[src/hw/rtl/mmu_pkg.sv]
`timescale 1ns / 1ps
`default_nettype none
// -----------------------------------------------------------------------------
// mmu_pkg: shared types and constants of the multiword multiplier
// Limb widths, command codes and the request/response words of the
// 64x64 multiply-accumulate unit.
// -----------------------------------------------------------------------------
package mmu_pkg;

	localparam int LIMB_W        = 64;
	localparam int HALF_W        = LIMB_W / 2;
	localparam int MAX_WORDS_DEF = 32;

	// Command codes carried on the op port.
	localparam logic [1:0] OP_APPEND_A = 2'd0;
	localparam logic [1:0] OP_APPEND_B = 2'd1;
	localparam logic [1:0] OP_MULTIPLY = 2'd2;

	// Request to the multiply-accumulate unit: x*y + addend + carry.
	typedef struct packed {
		logic              go;
		logic [LIMB_W-1:0] x;
		logic [LIMB_W-1:0] y;
		logic [LIMB_W-1:0] addend;
		logic [LIMB_W-1:0] carry;
	} mac_req_t;

	// Response: 128-bit result split into low and high limbs.
	typedef struct packed {
		logic              done;
		logic [LIMB_W-1:0] lo;
		logic [LIMB_W-1:0] hi;
	} mac_rsp_t;

endpackage
`default_nettype wire

[src/hw/rtl/mmu_mac.sv]
`timescale 1ns / 1ps
`default_nettype none
// -----------------------------------------------------------------------------
// mmu_mac: iterative 64x64 multiply-accumulate
// Forms x*y + addend + carry as 128 bits with one 32x32 multiplier, one
// partial product per cycle, registered and added to a 128-bit accumulator.
// -----------------------------------------------------------------------------
module mmu_mac
	import mmu_pkg::*;
(
	input  wire logic     clk,
	input  wire logic     arst_n,
	input  wire mac_req_t req,
	output mac_rsp_t      rsp
);

	localparam int STEPS  = 4;
	localparam int STEP_W = $clog2(STEPS + 1);
	localparam int ACC_W  = 2 * LIMB_W;
	localparam int SH_W   = $clog2(ACC_W);

	logic [LIMB_W-1:0] x_q;
	logic [LIMB_W-1:0] y_q;
	logic [ACC_W-1:0]  acc_q;
	logic [LIMB_W-1:0] pp_q;
	logic [SH_W-1:0]   sh_q;
	logic              pp_v_q;
	logic [STEP_W-1:0] cnt_q;
	logic              active_q;
	logic              done_q;

	logic [HALF_W-1:0] mul_x;
	logic [HALF_W-1:0] mul_y;
	logic [SH_W-1:0]   sh_d;
	logic [LIMB_W-1:0] pp_d;

	// Partial product order: low*low, low*high, high*low, high*high.
	always_comb begin
		unique case (cnt_q)
			STEP_W'(0): begin
				mul_x = x_q[HALF_W-1:0];
				mul_y = y_q[HALF_W-1:0];
				sh_d  = SH_W'(0);
			end
			STEP_W'(1): begin
				mul_x = x_q[HALF_W-1:0];
				mul_y = y_q[LIMB_W-1:HALF_W];
				sh_d  = SH_W'(HALF_W);
			end
			STEP_W'(2): begin
				mul_x = x_q[LIMB_W-1:HALF_W];
				mul_y = y_q[HALF_W-1:0];
				sh_d  = SH_W'(HALF_W);
			end
			STEP_W'(3): begin
				mul_x = x_q[LIMB_W-1:HALF_W];
				mul_y = y_q[LIMB_W-1:HALF_W];
				sh_d  = SH_W'(LIMB_W);
			end
			default: begin
				mul_x = '0;
				mul_y = '0;
				sh_d  = '0;
			end
		endcase
	end

	assign pp_d = mul_x * mul_y;

	always_ff @(posedge clk or negedge arst_n) begin
		if (!arst_n) begin
			active_q <= 1'b0;
			pp_v_q   <= 1'b0;
			cnt_q    <= '0;
			done_q   <= 1'b0;
		end else begin
			done_q <= 1'b0;
			if (req.go) begin
				active_q <= 1'b1;
				pp_v_q   <= 1'b0;
				cnt_q    <= '0;
			end else if (active_q) begin
				pp_v_q <= (cnt_q != STEP_W'(STEPS));
				if (cnt_q != STEP_W'(STEPS)) begin
					cnt_q <= cnt_q + STEP_W'(1);
				end else begin
					active_q <= 1'b0;
					done_q   <= 1'b1;
				end
			end
		end
	end

	always_ff @(posedge clk) begin
		if (req.go) begin
			x_q   <= req.x;
			y_q   <= req.y;
			acc_q <= {{LIMB_W{1'b0}}, req.addend} + {{LIMB_W{1'b0}}, req.carry};
		end else if (active_q) begin
			pp_q <= pp_d;
			sh_q <= sh_d;
			if (pp_v_q) begin
				acc_q <= acc_q + ({{LIMB_W{1'b0}}, pp_q} << sh_q);
			end
		end
	end

	assign rsp.done = done_q;
	assign rsp.lo   = acc_q[LIMB_W-1:0];
	assign rsp.hi   = acc_q[ACC_W-1:LIMB_W];

	a_done_pulse: assert property (@(posedge clk) disable iff (!arst_n)
		done_q |=> !done_q)
		else $error("mac done held for more than one cycle");
	a_no_restart: assert property (@(posedge clk) disable iff (!arst_n)
		req.go |-> !active_q)
		else $error("mac started while a multiply was in progress");
	a_step_range: assert property (@(posedge clk) disable iff (!arst_n)
		active_q |-> (cnt_q <= STEP_W'(STEPS)))
		else $error("mac step counter out of range");

endmodule
`default_nettype wire

[config.mk]
export PLATFORM = sky130hd
export DESIGN_NAME = mmu_mac
export DESIGN_NICKNAME = d
export VERILOG_FILES = /design/src/hw/rtl/mmu_pkg.sv /design/src/hw/rtl/mmu_mac.sv
export SDC_FILE = /design/constraint.sdc
export NUM_CORES = 2
export LEC_CHECK = 0
export ABC_AREA = 1
export BUFFER_PORTS_ARGS = -buffer_cell sky130_fd_sc_hd__buf_2
export CAP_MARGIN = 20
export CORE_MARGIN = 2
export CORE_UTILIZATION = 50
export CTS_CLUSTER_DIAMETER = 40
export DETAILED_ROUTE_END_ITERATION = 8
export GPL_TIMING_DRIVEN = 0
export HOLD_SLACK_MARGIN = 0.05
export PLACE_DENSITY = 0.66
export SETUP_SLACK_MARGIN = 0.5
export SLEW_MARGIN = 15
export SYNTH_ARGS = -nofsm -noshare
export SYNTH_HDL_FRONTEND = slang
export SYNTH_SLANG_ARGS = --single-unit
[constraint.sdc]
create_clock -name clk -period 11.25 [get_ports clk]
set_clock_uncertainty 0.05 [all_clocks]
set_input_delay 1.125 -clock clk [delete_from_list [all_inputs] [get_ports clk]]
set_output_delay 1.125 -clock clk [all_outputs]
set_load 0.05 [all_outputs]
======== Word level (Yosys, flattened, before mapping) ========
Cells that the tools add are included.
operators by class
  bitwise gates (word level) .............. 1
  eq/ne operators ......................... 4
  reduce and logical (&&, ||, !) cells .... 12
  shift operators ......................... 1
  add/sub/neg operators ................... 3
  multipliers ............................. 1
  div/mod/pow operators ................... 0
  mux-type cells .......................... 17
  magnitude comparators ................... 0
operator list
  kind                 number
  $mux 128             3
  $add 128x128->128    1
  $pmux 32 s2          2
  $shl 64x7->128       1
  $add 64x64->65       1
  $mul 32x32->64       1
  $pmux 7 s2           1
  $reduce_or 2->1      5
  $mux 3               3
  $mux 1               8
  $eq 3x2->1 const B   2
  $reduce_and 2->1     3
  $reduce_bool 2->1    3
  $add 3x1->3 const B  1
  $eq 3x1->1 const B   1
  $logic_not 3->1      1
  $ne 3x3->1 const B   1
  $not 1->1            1
word-level totals
  RAM bits ................................ 0
  bits in latches ......................... 0
  memories kept ........................... 0
  ROM bits ................................ 0
  flip-flop bits (word level) ............. 333
  word-level logic and storage cells ...... 48

======== Longest topological paths before layout ========
  depth in word-level cells ............... 5
  mapped depth ............................ 37
  mapped depth without buffers ............ 35

======== Worst setup path before layout ========
OpenSTA, ideal clock, no wires.
  path type ............................... flip-flop to flip-flop
  start ................................... register active_q
  end ..................................... register acc_q[0], enable pin
  stages on the path, launching flop included .. 3
  arrival time ............................ 9.356 ns
  path buffers ............................ 0
  required time ........................... 10.408 ns
  period minus slack after synthesis ...... 10.198 ns
  path slack .............................. 1.052 ns
  path through ............................ dfrtp_1 -> inv_1 -> o21ai_0
between the ends
  cells in the longest elaborated chain, start to end .. 2
RTL lines
  what                                RTL line        text
  start, declared                     mmu_mac.sv:29   logic active_q;
  start signal, assigned              mmu_mac.sv:72   active_q <= 1'b0;
  start signal, assigned              mmu_mac.sv:79   active_q <= 1'b1;
  start signal, assigned              mmu_mac.sv:87   active_q <= 1'b0;
  $reduce_bool 2->1 (no source line)  --
  $reduce_and 2->1 (no source line)   --
  end signal, assigned                mmu_mac.sv:98   acc_q <= {{LIMB_W{1'b0}}, req.addend} + {{LIMB_W{1'b0}}, req.carry};
  end signal, assigned                mmu_mac.sv:103  acc_q <= acc_q + ({{LIMB_W{1'b0}}, pp_q} << sh_q);
  end, declared                       mmu_mac.sv:24   logic [ACC_W-1:0] acc_q;
No other way between the ends.
A chain may end at the register's enable or synchronous reset.

======== Worst setup path after layout ========
  start ................................... register cnt_q[0]
  end ..................................... register pp_q[58] (data pin)
between the ends
  cells in the longest elaborated chain, start to end .. 4
RTL lines
  what                                      RTL line        text
  start, declared                           mmu_mac.sv:28   logic [STEP_W-1:0] cnt_q;
  start signal, assigned                    mmu_mac.sv:85   cnt_q <= cnt_q + STEP_W'(1);
  $eq 3x2->1, or another cell as far along  mmu_mac.sv:39   unique case (cnt_q)
  $reduce_or 2->1 (no source line)          --
  $pmux 32 s2                               mmu_mac.sv:39
  $mul 32x32->64 (*)                        mmu_mac.sv:68   assign pp_d = mul_x * mul_y;
  named net pp_d[58]                        mmu_mac.sv:35   logic [LIMB_W-1:0] pp_d;
  end signal, assigned                      mmu_mac.sv:100  pp_q <= pp_d;
  end, declared                             mmu_mac.sv:25   logic [LIMB_W-1:0] pp_q;
Mark *: on every way through the listed nets, which the timed path passes. The rest lies on a longest branch.

==> impl_summary.log <==
[metrics] result of the run: finished clean
[metrics] via count normalized by instance count: 5.30
[metrics] # nets final: 12100
[metrics] required time of the critical path: 11660 ps
[metrics] setup repair bufs after CTS: 0
[metrics] Total Die Area: 0.137 mm²
[metrics] Post-Synthesis Cell Area: 0.0672 mm²
[metrics] largest net degree at the start of global routing: 90
[metrics] Distinct cells, synth: 48
[metrics] kind of launch point of the worst setup path: flip-flop
[metrics] Highest Clock Rate: 0.0977 GHz
[metrics] GP Congestion: 1.06
[metrics] cell repeated most along the worst path: sky130_fd_sc_hd__fa_1
[metrics] syn avg cell area: 6.76 µm²
[metrics] clock edge transition at the registers on the reported setup and hold paths: 60 ps
[metrics] Post-Syn Nets: 11600
[metrics] Slowest Stage Delay on Critical Path: 990 ps
[metrics] CTS sink cnt: 328
[metrics] first-pass GRT wire length: 416000 µm
[metrics] setup violators final: 0
[metrics] setup repair after global routing missed its margin: false
[metrics] setup TNS after final layout: 0 ps
[metrics] area growth from synthesis to layout: 10.3%
[metrics] DPL Wire Length: 252000 µm
[metrics] commonest non-fill, non-tap cell in the layout: sky130_fd_sc_hd__nand2_1
[metrics] number of buffers inserted by hold repair at cts: 0
[metrics] number of flip-flops and latches in the synthesized netlist: 328
[metrics] Chip Width: 371 µm
[metrics] critical path launch point: cnt_q[0]
[metrics] Simple-Gate Fraction of Synth Area: 0.255
[metrics] critical setup path kind: flip-flop to flip-flop
[metrics] count of mapped cells out of synthesis: 9949
[metrics] fraction of the cycle the final worst path needs: 0.909
[metrics] FFs w/ async S/R, synth: 0.0183
[metrics] fraction of the mapped netlist area in compound gates: 0.0622
[metrics] DRC violation count after routing: 0
[metrics] r2r setup slk: 1020 ps
[metrics] clock latency at the later pin of the worst-skew pair: 710 ps
[metrics] path class of the lowest-slack min-delay path: input pin to async pin
[metrics] DP Worst Slack: 1070 ps
[metrics] worst reg2reg path depth: 29
[metrics] drt initial violations: 5918
[metrics] Critical Path Slowest Stage Cell: sky130_fd_sc_hd__clkbuf_1
[metrics] via count of the routed design: 65000
[metrics] maximum fanout along the worst path: 10
[metrics] worst slew slack as a fraction of its limit: 0.145
[metrics] combinational family with the most area after synthesis: adder cells
[metrics] global router's overall resource usage: 0.423
[metrics] number of iterations in the first detailed-routing pass: 6
[metrics] crit end category: flip-flop
[metrics] post-synthesis xor/xnor area fraction: 0.00912
[metrics] count of instances resized after the clock tree is built: 0
[metrics] capture instance of the worst register-to-register path: pp_q[58]
[metrics] Filler Cell Count: 13300
[metrics] most frequent cells in the layout: sky130_fd_sc_hd__nand2_1, sky130_fd_sc_hd__inv_1, sky130_fd_sc_hd__fa_1, sky130_fd_sc_hd__nor2_1, sky130_fd_sc_hd__buf_2
[metrics] total number of yosys warnings: 0
[metrics] GR Overflow Total: 0
[metrics] placeable core area: 0.133 mm²
[metrics] cts bufs inserted: 70
[metrics] MaxCap Viol Count: 0
[metrics] fraction of layout instances using a drive strength above 1: 0.0756
[metrics] reg2reg start: cnt_q[0]
[metrics] floorplan die height: 371 µm
[metrics] Top-Level Pins: 388
[metrics] PnR worst setup slack: 1020 ps
[metrics] vias in the first global route: 65200
[metrics] final routed wirelength across all metal layers: 289000 µm
[metrics] remaining antenna violation count after routing: 0
[metrics] adder-cell area share of the yosys netlist: 0.353
[metrics] minimum clock period after layout: 10230 ps
[metrics] PortBufs: 387
[metrics] top-area cell type share of the netlist area: 0.267
[metrics] average wire per cell in the routed design: 23.6 µm
[metrics] endpoint arrival time on the critical path: 10640 ps
[metrics] TritonCTS clock tree: done
[metrics] Rows: 134
[metrics] H-tree depth: 3
[metrics] cell accounting for the most synthesized area: sky130_fd_sc_hd__fa_1
[metrics] final number of max-transition violations: 0
[metrics] maximum buffer depth of the clock tree: 3
[metrics] initial antenna violation count: 5
[metrics] final hold vios: 0
[metrics] Synth Flop Type: sky130_fd_sc_hd__edfxtp_1
[metrics] share of synthesized area occupied by flip-flops and latches: 0.146
[metrics] Clock Tree Root: sky130_fd_sc_hd__clkbuf_16
[metrics] Worst Max-Slew Pin Slew: 1280 ps
[metrics] number of enable flip-flop cells after synthesis: 322
[metrics] proportion of synthesized area in mux cells: 0.000149
[metrics] Area contributors post-synth: sky130_fd_sc_hd__fa_1, sky130_fd_sc_hd__nand2_1, sky130_fd_sc_hd__inv_1
[metrics] initial core utilization: 0.504
-- flip-flops by register name, indices dropped and copies added (netlist names) --
register,flops
acc_q,128
done_q,1
cnt_q,3
y_q,64
x_q,64
active_q,1
sh_q,2
pp_v_q,1
pp_q,64
-- worst max path at each step --
| stage | end | cells after the start | slack, ps |
|---|---|---|---|
| 4_1_cts | pp_q[58] | 29 | 1040 |
| 3_5_place_dp | pp_q[58] | 29 | 1070 |
| 2_1_floorplan | acc_q[0] | 2 | 1050 |
| 3_3_place_gp | acc_q[117] | 2 | -5920 |
| 5_1_grt | pp_q[58] | 28 | 870 |
| 6_report | pp_q[58] | 29 | 1020 |
-- critical path: cells and delay by family, from the launching register on --
kind	cells	cell delay, ps
adder cells (fa/ha/maj)	10	4670
AO/OA/AOI/OAI	5	2100
buffers and inverters	7	1780
AND/OR/NAND/NOR	7	960
flip-flops	1	410
-- Yosys cell counts (2+ instances only) --
cell type	instances
sky130_fd_sc_hd__inv_1	2787
sky130_fd_sc_hd__buf_2	102
sky130_fd_sc_hd__nor3_1	45
sky130_fd_sc_hd__xor2_1	56
sky130_fd_sc_hd__or2_2	2
sky130_fd_sc_hd__nand2_1	3226
sky130_fd_sc_hd__nor2_4	3
sky130_fd_sc_hd__a21boi_0	5
sky130_fd_sc_hd__a21o_1	16
sky130_fd_sc_hd__nand3_1	200
sky130_fd_sc_hd__o21bai_1	29
sky130_fd_sc_hd__ha_1	459
sky130_fd_sc_hd__inv_2	43
sky130_fd_sc_hd__nor2_1	688
sky130_fd_sc_hd__fa_1	898
sky130_fd_sc_hd__xnor2_1	14
sky130_fd_sc_hd__and2_1	5
sky130_fd_sc_hd__o31ai_1	2
sky130_fd_sc_hd__o21ai_1	5
sky130_fd_sc_hd__buf_1	4
sky130_fd_sc_hd__nand4_1	28
sky130_fd_sc_hd__nor3_2	14
sky130_fd_sc_hd__o21ai_0	266
sky130_fd_sc_hd__dfrtp_1	6
sky130_fd_sc_hd__o21a_1	7
sky130_fd_sc_hd__o22ai_1	65
sky130_fd_sc_hd__edfxtp_1	322
sky130_fd_sc_hd__nor4_2	3
sky130_fd_sc_hd__nor2_2	47
sky130_fd_sc_hd__nand3b_1	19
sky130_fd_sc_hd__a21oi_2	2
sky130_fd_sc_hd__a31oi_1	12
sky130_fd_sc_hd__nand2_2	18
sky130_fd_sc_hd__a21oi_1	363
sky130_fd_sc_hd__and3_1	3
sky130_fd_sc_hd__clkbuf_1	146
sky130_fd_sc_hd__nor4_1	10
sky130_fd_sc_hd__o21ai_2	3
sky130_fd_sc_hd__o2bb2ai_1	2
sky130_fd_sc_hd__nand3_2	16
-- layout make-up --
class | count | area [µm²] | share of cell area
Buffer | 253 | 1090 | 0.0147
Tap cell | 1768 | 2210 | 0.0298
Clock buffer | 75 | 1770 | 0.0239
Timing Repair Buffer | 414 | 2390 | 0.0322
Sequential cell | 328 | 9820 | 0.132
Clock inverter | 51 | 458 | 0.00618
Antenna cell | 2 | 5.00 | 0.0000675
Inverter | 2831 | 10600 | 0.143
Multi-Input combinational cell | 6537 | 45700 | 0.617
-- layer usage --
layer  part of all wire  wire length, µm  global-route usage
met5           0.000083               24                   0
met4               0.10            30000               0.363
met3              0.088            25500              0.0777
met2               0.46           132000               0.695
met1               0.35           102000               0.475
-- cells by family after synthesis --
kind of cell,count (synthesis)
xor+xnor,70
simple gates,4329
fa+ha+maj,1357
compound gates,780
flops,328
mux,1
buf+inv,3084
-- metrics by stage --
stage	util	hold slack (ps)	instance area [µm²]	instances
6_report	0.555	210	74100	12300
3_3_place_gp	0.535	423	71400	12100
4_1_cts	0.555	188	74000	12200
5_1_grt	0.555	214	74100	12300
2_1_floorplan	-	402	67200	9949
3_5_place_dp	0.538	433	71800	12100
Power is left out: the tool's default activity adds up to more than one toggle a clock period on the data nets, which glitch-free logic cannot reach.
